File: config.mk
export PLATFORM = sky130hd
export DESIGN_NAME = icc_ctrl
export DESIGN_NICKNAME = d
export VERILOG_FILES = /design/src/rtl/icc_pkg.sv /design/src/rtl/icc_ctrl.sv
export VERILOG_INCLUDE_DIRS = /design/src /design/src/rtl
export SDC_FILE = /design/constraint.sdc
export NUM_CORES = 1
export LEC_CHECK = 0
export BUFFER_PORTS_ARGS = -buffer_cell sky130_fd_sc_hd__buf_2
export CAP_MARGIN = 20
export CORE_AREA = 10 10 47 49
export DETAILED_ROUTE_END_ITERATION = 8
export DIE_AREA = 0 0 57 59
export GPL_ROUTABILITY_DRIVEN = 1
export PLACE_DENSITY = 0.38
export SYNTH_ARGS = -nofsm -noshare
export SYNTH_HDL_FRONTEND = slang
export SYNTH_SLANG_ARGS = --single-unit
File: constraint.sdc
create_clock -name aclk -period 2.1 [get_ports aclk]
set_input_delay 0.21 -clock aclk [delete_from_list [all_inputs] [get_ports aclk]]
set_output_delay 0.21 -clock aclk [all_outputs]
set_load 0.01 [all_outputs]
File: src/rtl/implicant_chart_cover_check_top_assert.svh
// ----------------------------------------------------------------------------
// Assertion macros for the implicant chart cover check
// Clocked property wrappers with an active-low reset guard.
// ----------------------------------------------------------------------------
`ifndef IMPLICANT_CHART_COVER_CHECK_TOP_ASSERT_SVH
`define IMPLICANT_CHART_COVER_CHECK_TOP_ASSERT_SVH

`ifndef SYNTH
// same-cycle implication
`define ICC_ASSERT_IMP(lbl, clk, rstn, ante, cons, msg) \
    lbl: assert property (@(posedge clk) disable iff (!(rstn)) (ante) |-> (cons)) \
        else $error(msg);
// next-cycle implication
`define ICC_ASSERT_NXT(lbl, clk, rstn, ante, cons, msg) \
    lbl: assert property (@(posedge clk) disable iff (!(rstn)) (ante) |=> (cons)) \
        else $error(msg);
`else
`define ICC_ASSERT_IMP(lbl, clk, rstn, ante, cons, msg)
`define ICC_ASSERT_NXT(lbl, clk, rstn, ante, cons, msg)
`endif

`endif

File: src/rtl/icc_pkg.sv
// ----------------------------------------------------------------------------
// icc_pkg
// Shared constants, codes and controller/datapath interface types.
// ----------------------------------------------------------------------------
`default_nettype none

package icc_pkg;

    // chart geometry
    localparam int MAX_IMPLICANTS = 256;
    localparam int MAX_COLUMNS    = 64;
    localparam int ADDR_W         = $clog2(MAX_IMPLICANTS);

    // item field widths
    localparam int IDX_W     = 8;
    localparam int ROW_W     = 64;
    localparam int COL_W     = 7;
    localparam int S_TDATA_W = 72;
    localparam int M_TDATA_W = 8;

    // reset value of columns_in_use
    localparam logic [COL_W-1:0] COLS_RESET = COL_W'(64);

    // op codes carried on tuser
    localparam logic OP_WRITE = 1'b0;
    localparam logic OP_CHECK = 1'b1;

    // controller -> datapath commands
    typedef struct packed {
        logic wr_row;    // write chart row from the input item
        logic rd_row;    // start chart read, latch last mark and range
        logic acc_row;   // OR read row into coverage
        logic fin_row;   // OR read row, issue result, clear coverage
        logic fin_cov;   // issue result from coverage, clear coverage
    } icc_cmd_t;

    // datapath -> controller status
    typedef struct packed {
        logic op_check;  // input item is a check item
        logic last_pend; // check item in flight carries the last mark
        logic out_free;  // output register can take a result this cycle
    } icc_status_t;

endpackage

`default_nettype wire

File: src/rtl/icc_ctrl.sv
// ----------------------------------------------------------------------------
// icc_ctrl
// Sequencer: takes items, steps chart reads and result hand-off.
// ----------------------------------------------------------------------------
`default_nettype none

`include "implicant_chart_cover_check_top_assert.svh"

module icc_ctrl (
    input  wire logic                aclk,
    input  wire logic                aresetn,
    input  wire logic                s_tvalid,
    output logic                     s_tready,
    input  wire icc_pkg::icc_status_t status,
    output icc_pkg::icc_cmd_t        cmd
);

    typedef enum logic [2:0] {
        S_IDLE = 3'b001,
        S_ACC  = 3'b010,
        S_WAIT = 3'b100
    } state_t;

    state_t state_reg, state_next;

    // next state and commands
    always_comb begin
        state_next = state_reg;
        s_tready   = 1'b0;
        cmd        = '0;
        unique case (state_reg)
            S_IDLE: begin
                s_tready = 1'b1;
                if (s_tvalid) begin
                    if (status.op_check == icc_pkg::OP_CHECK) begin
                        cmd.rd_row = 1'b1;
                        state_next = S_ACC;
                    end else begin
                        cmd.wr_row = 1'b1;
                    end
                end
            end
            S_ACC: begin
                if (status.last_pend && status.out_free) begin
                    cmd.fin_row = 1'b1;
                    state_next  = S_IDLE;
                end else if (status.last_pend) begin
                    // result register still occupied: park the coverage
                    cmd.acc_row = 1'b1;
                    state_next  = S_WAIT;
                end else begin
                    cmd.acc_row = 1'b1;
                    state_next  = S_IDLE;
                end
            end
            S_WAIT: begin
                if (status.out_free) begin
                    cmd.fin_cov = 1'b1;
                    state_next  = S_IDLE;
                end
            end
            default: begin
                state_next = S_IDLE;
            end
        endcase
    end

    // state register
    always_ff @(posedge aclk) begin
        if (!aresetn) begin
            state_reg <= S_IDLE;
        end else begin
            state_reg <= state_next;
        end
    end

    // checks
    `ICC_ASSERT_NXT(a_rd_to_acc, aclk, aresetn, cmd.rd_row, state_reg == S_ACC, "read not followed by accumulate")
    `ICC_ASSERT_IMP(a_busy_no_take, aclk, aresetn, state_reg != S_IDLE, !s_tready, "item taken while busy")
    `ICC_ASSERT_NXT(a_wait_leaves, aclk, aresetn, (state_reg == S_WAIT) && status.out_free, state_reg == S_IDLE, "wait state stuck with free output")

endmodule

`default_nettype wire

======== Yosys cells after proc, flatten, opt, wreduce, memory -nomap -nowiden ========
Index checks and enable logic that the tools add are counted.
word-level totals
  word-level logic and storage cells ...... 25
  output and inout port bits .............. 6
  register bits ........................... 3
  input bits .............................. 6
cells by class
  equality and inequality tests ........... 6
  muxes and demuxes ....................... 16
  reductions and logical operators ........ 2
operators with widths
  kind                                           count
  two-way mux 3 bit                              5
  case mux 3 bit (3 select lines)                1
  two-way mux 1 bit                              7
  two-way mux 2 bit                              3
  inequality test 2 bit, second input constant   3
  == test 3 x 1 -> 1 bit, second input constant  1
  == test 3 x 2 -> 1 bit, second input constant  1
  == test 3 bit, second input constant           1
  AND reduction 3 bit                            1
  logical AND 1 bit                              1

======== Longest topological paths before layout ========
  depth in word-level cells ............... 3
  gate-level depth with buffers ........... 3

======== Worst setup path before layout ========
No wires, ideal clock.
  path kind ............................... register -> output
  start point ............................. reg state_reg[0]
  end point ............................... out cmd[4] in the netlist's numbering
  slack ................................... 0.964 ns
  required time ........................... 1.890 ns
  path buffers ............................ 0
  arrival time ............................ 0.926 ns
  stages on the path, launching flop included .. 3
  path through ............................ dfxtp_1 -> nor3b_2 -> and3b_1
RTL lines
  what                    line            source
  start, declared         icc_ctrl.sv:24  state_t state_reg, state_next;
  start signal, assigned  icc_ctrl.sv:73  state_reg <= state_next;
  end, declared           icc_ctrl.sv:15  output icc_pkg::icc_cmd_t cmd

==> flow_results.org <==
** Cells and area
- 0 antenna diodes ended up in the layout.
- For this run, the post-layout net count is 40.
- Fill count :: 166
- Flip-flop count of the largest register after layout :: 3
- Signed area change from the synthesized netlist to the final layout :: 57.4%
- The post-route netlist has 51.5% of its cells at a drive strength greater than 1.

** Logic synthesis
- By count the netlist is led by 3 x sky130_fd_sc_hd__dfxtp_1, 2 x sky130_fd_sc_hd__a21oi_1, 2 x sky130_fd_sc_hd__nand2_1, 2 x sky130_fd_sc_hd__nor2_1.
- Synthesized netlist net count :: 24
- In this run, distinct cell masters in the synthesized netlist total 13.
- For this run, the number of Yosys warnings is 0.
- Post-Syn Instances :: 18
- Post-synth ARST share :: 0%
- Part of the Yosys area used for sequential elements :: 34.0%
- Leading post-synthesis cells by cell area :: sky130_fd_sc_hd__dfxtp_1 34%, sky130_fd_sc_hd__a2111oi_4 16%, sky130_fd_sc_hd__nor3b_2 7.1%
- Cell Area, Synth :: 176 µm²
- EDFF count, synth :: 0
- Share of the synthesized area in the top cell type :: 34.0%
- Dividing the synthesized area by the synthesized cell count gives 9.80 µm².
- Cell with the most instances after synthesis :: sky130_fd_sc_hd__dfxtp_1
- Of all cell types, the one taking the most synthesized area is sky130_fd_sc_hd__dfxtp_1.
- For this run, the leading register cell type out of synthesis is sky130_fd_sc_hd__dfxtp_1.
- After synthesis the netlist holds a flip-flop and latch count of 3.

** Outcome
- The flow ran to the end, and the final reports show no timing, DRC or antenna violations.

** Placement
- Half-perimeter wire length of the detailed placement result :: 412 µm
- Buffers placed on the I/O ports in this run total 11.
- Prior to clock tree synthesis, the placed netlist has a worst setup slack of 0.900 ns.
- Routability-driven placement finished with a final weighted congestion of 0.637.

** Detailed routing
- Number of search-and-repair iterations in the first detailed-routing pass :: 2
- Drt wl/cell :: 9.98 µm
- Routed signal wires occupy layers up through met3.
- Wires add up to 489 µm.
- In the detailed route, the total length drawn on met3 is 99 µm.
- DR iter-0 viols :: 2
- In this run the remaining antenna-violating nets after routing total 0.
- DRC :: 0
- Overall via count from detail_route :: 180
- Met2 WL post-DR :: 159 µm
- After detailed routing, the number of vias per cell comes to 3.67.
- In the final routing, the length of wire on met1 measures 230 µm.

** STA
- Dividing the final minimum period by the clock period gives 68.3%.
- Setup TNS after final layout :: 0 ns
- Setup repair after global routing left no endpoint under its margin.
- Post-layout minimum cycle time :: 1.43 ns
- In this run the tightest slew margin relative to its limit is 81.3%.
- Smallest setup slack after layout :: 0.667 ns
- On the final layout, the worst clock skew is 0.00146 ns.
- Worst-margin pin slew :: 0.281 ns
- Setup violations remaining at the end of the flow were counted as 0.
- Number of hold violations in the final report :: 0
- Timing-limited maximum frequency :: 0.698 GHz
- Max Transition Viols Final :: 0

** Pwr
- Power density of the placed cells :: 662 mW/mm²
- For this design the static power due to leakage is 0.000126 µW.
- Max IR drop VDD :: 0.000229 V
- After layout, the design draws a total of 184 µW.

** Die
- Area of the die :: 0.00336 mm²
- Number of ports placed on the die boundary :: 12
- Die span in x :: 57 µm
- The floorplan step set the die height to 59 µm.
- Site row count :: 14
- Area of the core region :: 0.00140 mm²
- Effective utilization at floorplan :: 12.6%

** Worst setup path
- Slowest CP cell :: sky130_fd_sc_hd__dfxtp_1
- Worst r2r path cells :: 3
- For this run, the slowest stage of the critical path takes 0.39 ns.
- Flop2flop setup slack :: 0.98 ns
- In this run the number of cells on the critical path is 3.
- Data on the critical path is required at its endpoint by 1.89 ns.
- By startpoint and endpoint, the worst setup path is classified as reg -> out.
- The worst setup path is captured at an output port.
- Kind of cell adding the most delay to the critical path :: simple AND/OR/NAND/NOR gates
- In this run the worst path has a maximum fanout of 4.
- Sort of element at the start of the critical path :: flop
- Combined buffer and inverter count along the critical path :: 1
- CP Data Arrival Time :: 1.22 ns
- Walking the worst path, the cells encountered are nor3b_2 -> and3_4 -> buf_2.
- In this run the worst setup path begins at state_reg[0].
- Origin of the critical flop-to-flop path :: state_reg[2]

** Global route
- Vias in the first global route :: 175
- For this run the aggregate overflow at the end of global routing stands at 0.
- Across every metal layer, demand over resource in global routing totals 3.06%.
- Pin count of the biggest net entering global routing :: 5
- Initial antenna violation count :: 0
- Wire length of the first global-routing pass :: 710 µm

** Clocking
- CTS tree :: yes
- CTS sink count :: 3
- CTS hold repair buffers :: 0
- Maximum count of clock buffers along a single path :: 2
- H-tree levels :: 1
- After clock tree synthesis, the setup repair step added 0 buffers.
- Clock-pin slew was measured on the worst setup and hold paths at 0.04 ns.
- Insertion delay of the later-clocked pin in the worst-skew pair :: 0.23 ns
- Root cell of the clock tree :: sky130_fd_sc_hd__clkbuf_4
- Clock buffer count from CTS :: 3
- Cells resized by post-CTS repair :: 0

** Min path
- Startpoint of the tightest hold check path :: aresetn
- Worst hold path type :: in -> reg
- The worst hold path was traced through 2 stages.

** Run
- Max Cap Viol :: 0
logic make-up after synthesis:
| family | after synthesis | synth area share [%] |
|---|---|---|
| AOI/OAI and AO/OA | 3 | 21.3 |
| DFF | 3 | 34.0 |
| buffers and inverters | 1 | 2.13 |
| and+or+nand+nor | 11 | 42.6 |
routing by layer:
layer  up-vias  track usage [%]
met4         0             5.03
met2        12             2.17
met5         -                0
li1         92                -
met1        76             3.20
met3         0             3.22
metrics by stage:
stage | hold WS [ns] | utilization, % | area (µm²) | instances
6_report | 0.185 | 19.8 | 278 | 49
5_1_grt | 0.178 | 19.8 | 278 | 49
4_1_cts | 0.172 | 19.8 | 278 | 49
3_5_place_dp | 0.422 | 17.9 | 251 | 45
3_3_place_gp | 0.411 | 17.9 | 251 | 45
2_1_floorplan | 0.289 | - | 176 | 18
report_power, final:
group | internal [µW] | leakage [µW] | switching, µW
sequential | 59.0 | 0.0000245 | 2.07
combinational | 11.4 | 0.0000862 | 11.0
clock | 71.2 | 0.0000150 | 29.2
total | 142 | 0.000126 | 42.3
worst register-to-register path, stage by stage, from the launching register on:
cell                        delay [ns]
sky130_fd_sc_hd__dfxtp_1          0.33
sky130_fd_sc_hd__nand3b_1         0.21
sky130_fd_sc_hd__a2111oi_4        0.39
sky130_fd_sc_hd__a21oi_1          0.07
path summary, 6_finish.rpt:
| kind | end |
|---|---|
| worst max register to register | state_reg[0] |
| worst max-delay path | cmd[3] |
| worst min register to register | state_reg[2] |
| worst min-delay path | state_reg[0] |
placed cells by master (no fill, tap or decap), drive strengths merged:
cell	n
dfxtp	3
buf	11
inv	1
nor3b	2
nand2b	1
a2111oi	1
nand3b	1
and2	1
nand2	2
a21oi	2
and3	1
and3b	1
clkbuf	4
nor2	2
cell type report:
| type | instances | area [µm²] | area share (%) |
|---|---|---|---|
| multi-input cells | 14 | 113 | 40.5 |
| flip-flops and latches | 3 | 60.1 | 21.6 |
| repair buffers | 11 | 55.1 | 19.8 |
| clock buffers | 4 | 26.3 | 9.46 |
| well taps | 16 | 20.0 | 7.21 |
| inverters | 1 | 3.75 | 1.35 |
(Power assumes the default switching activity.)
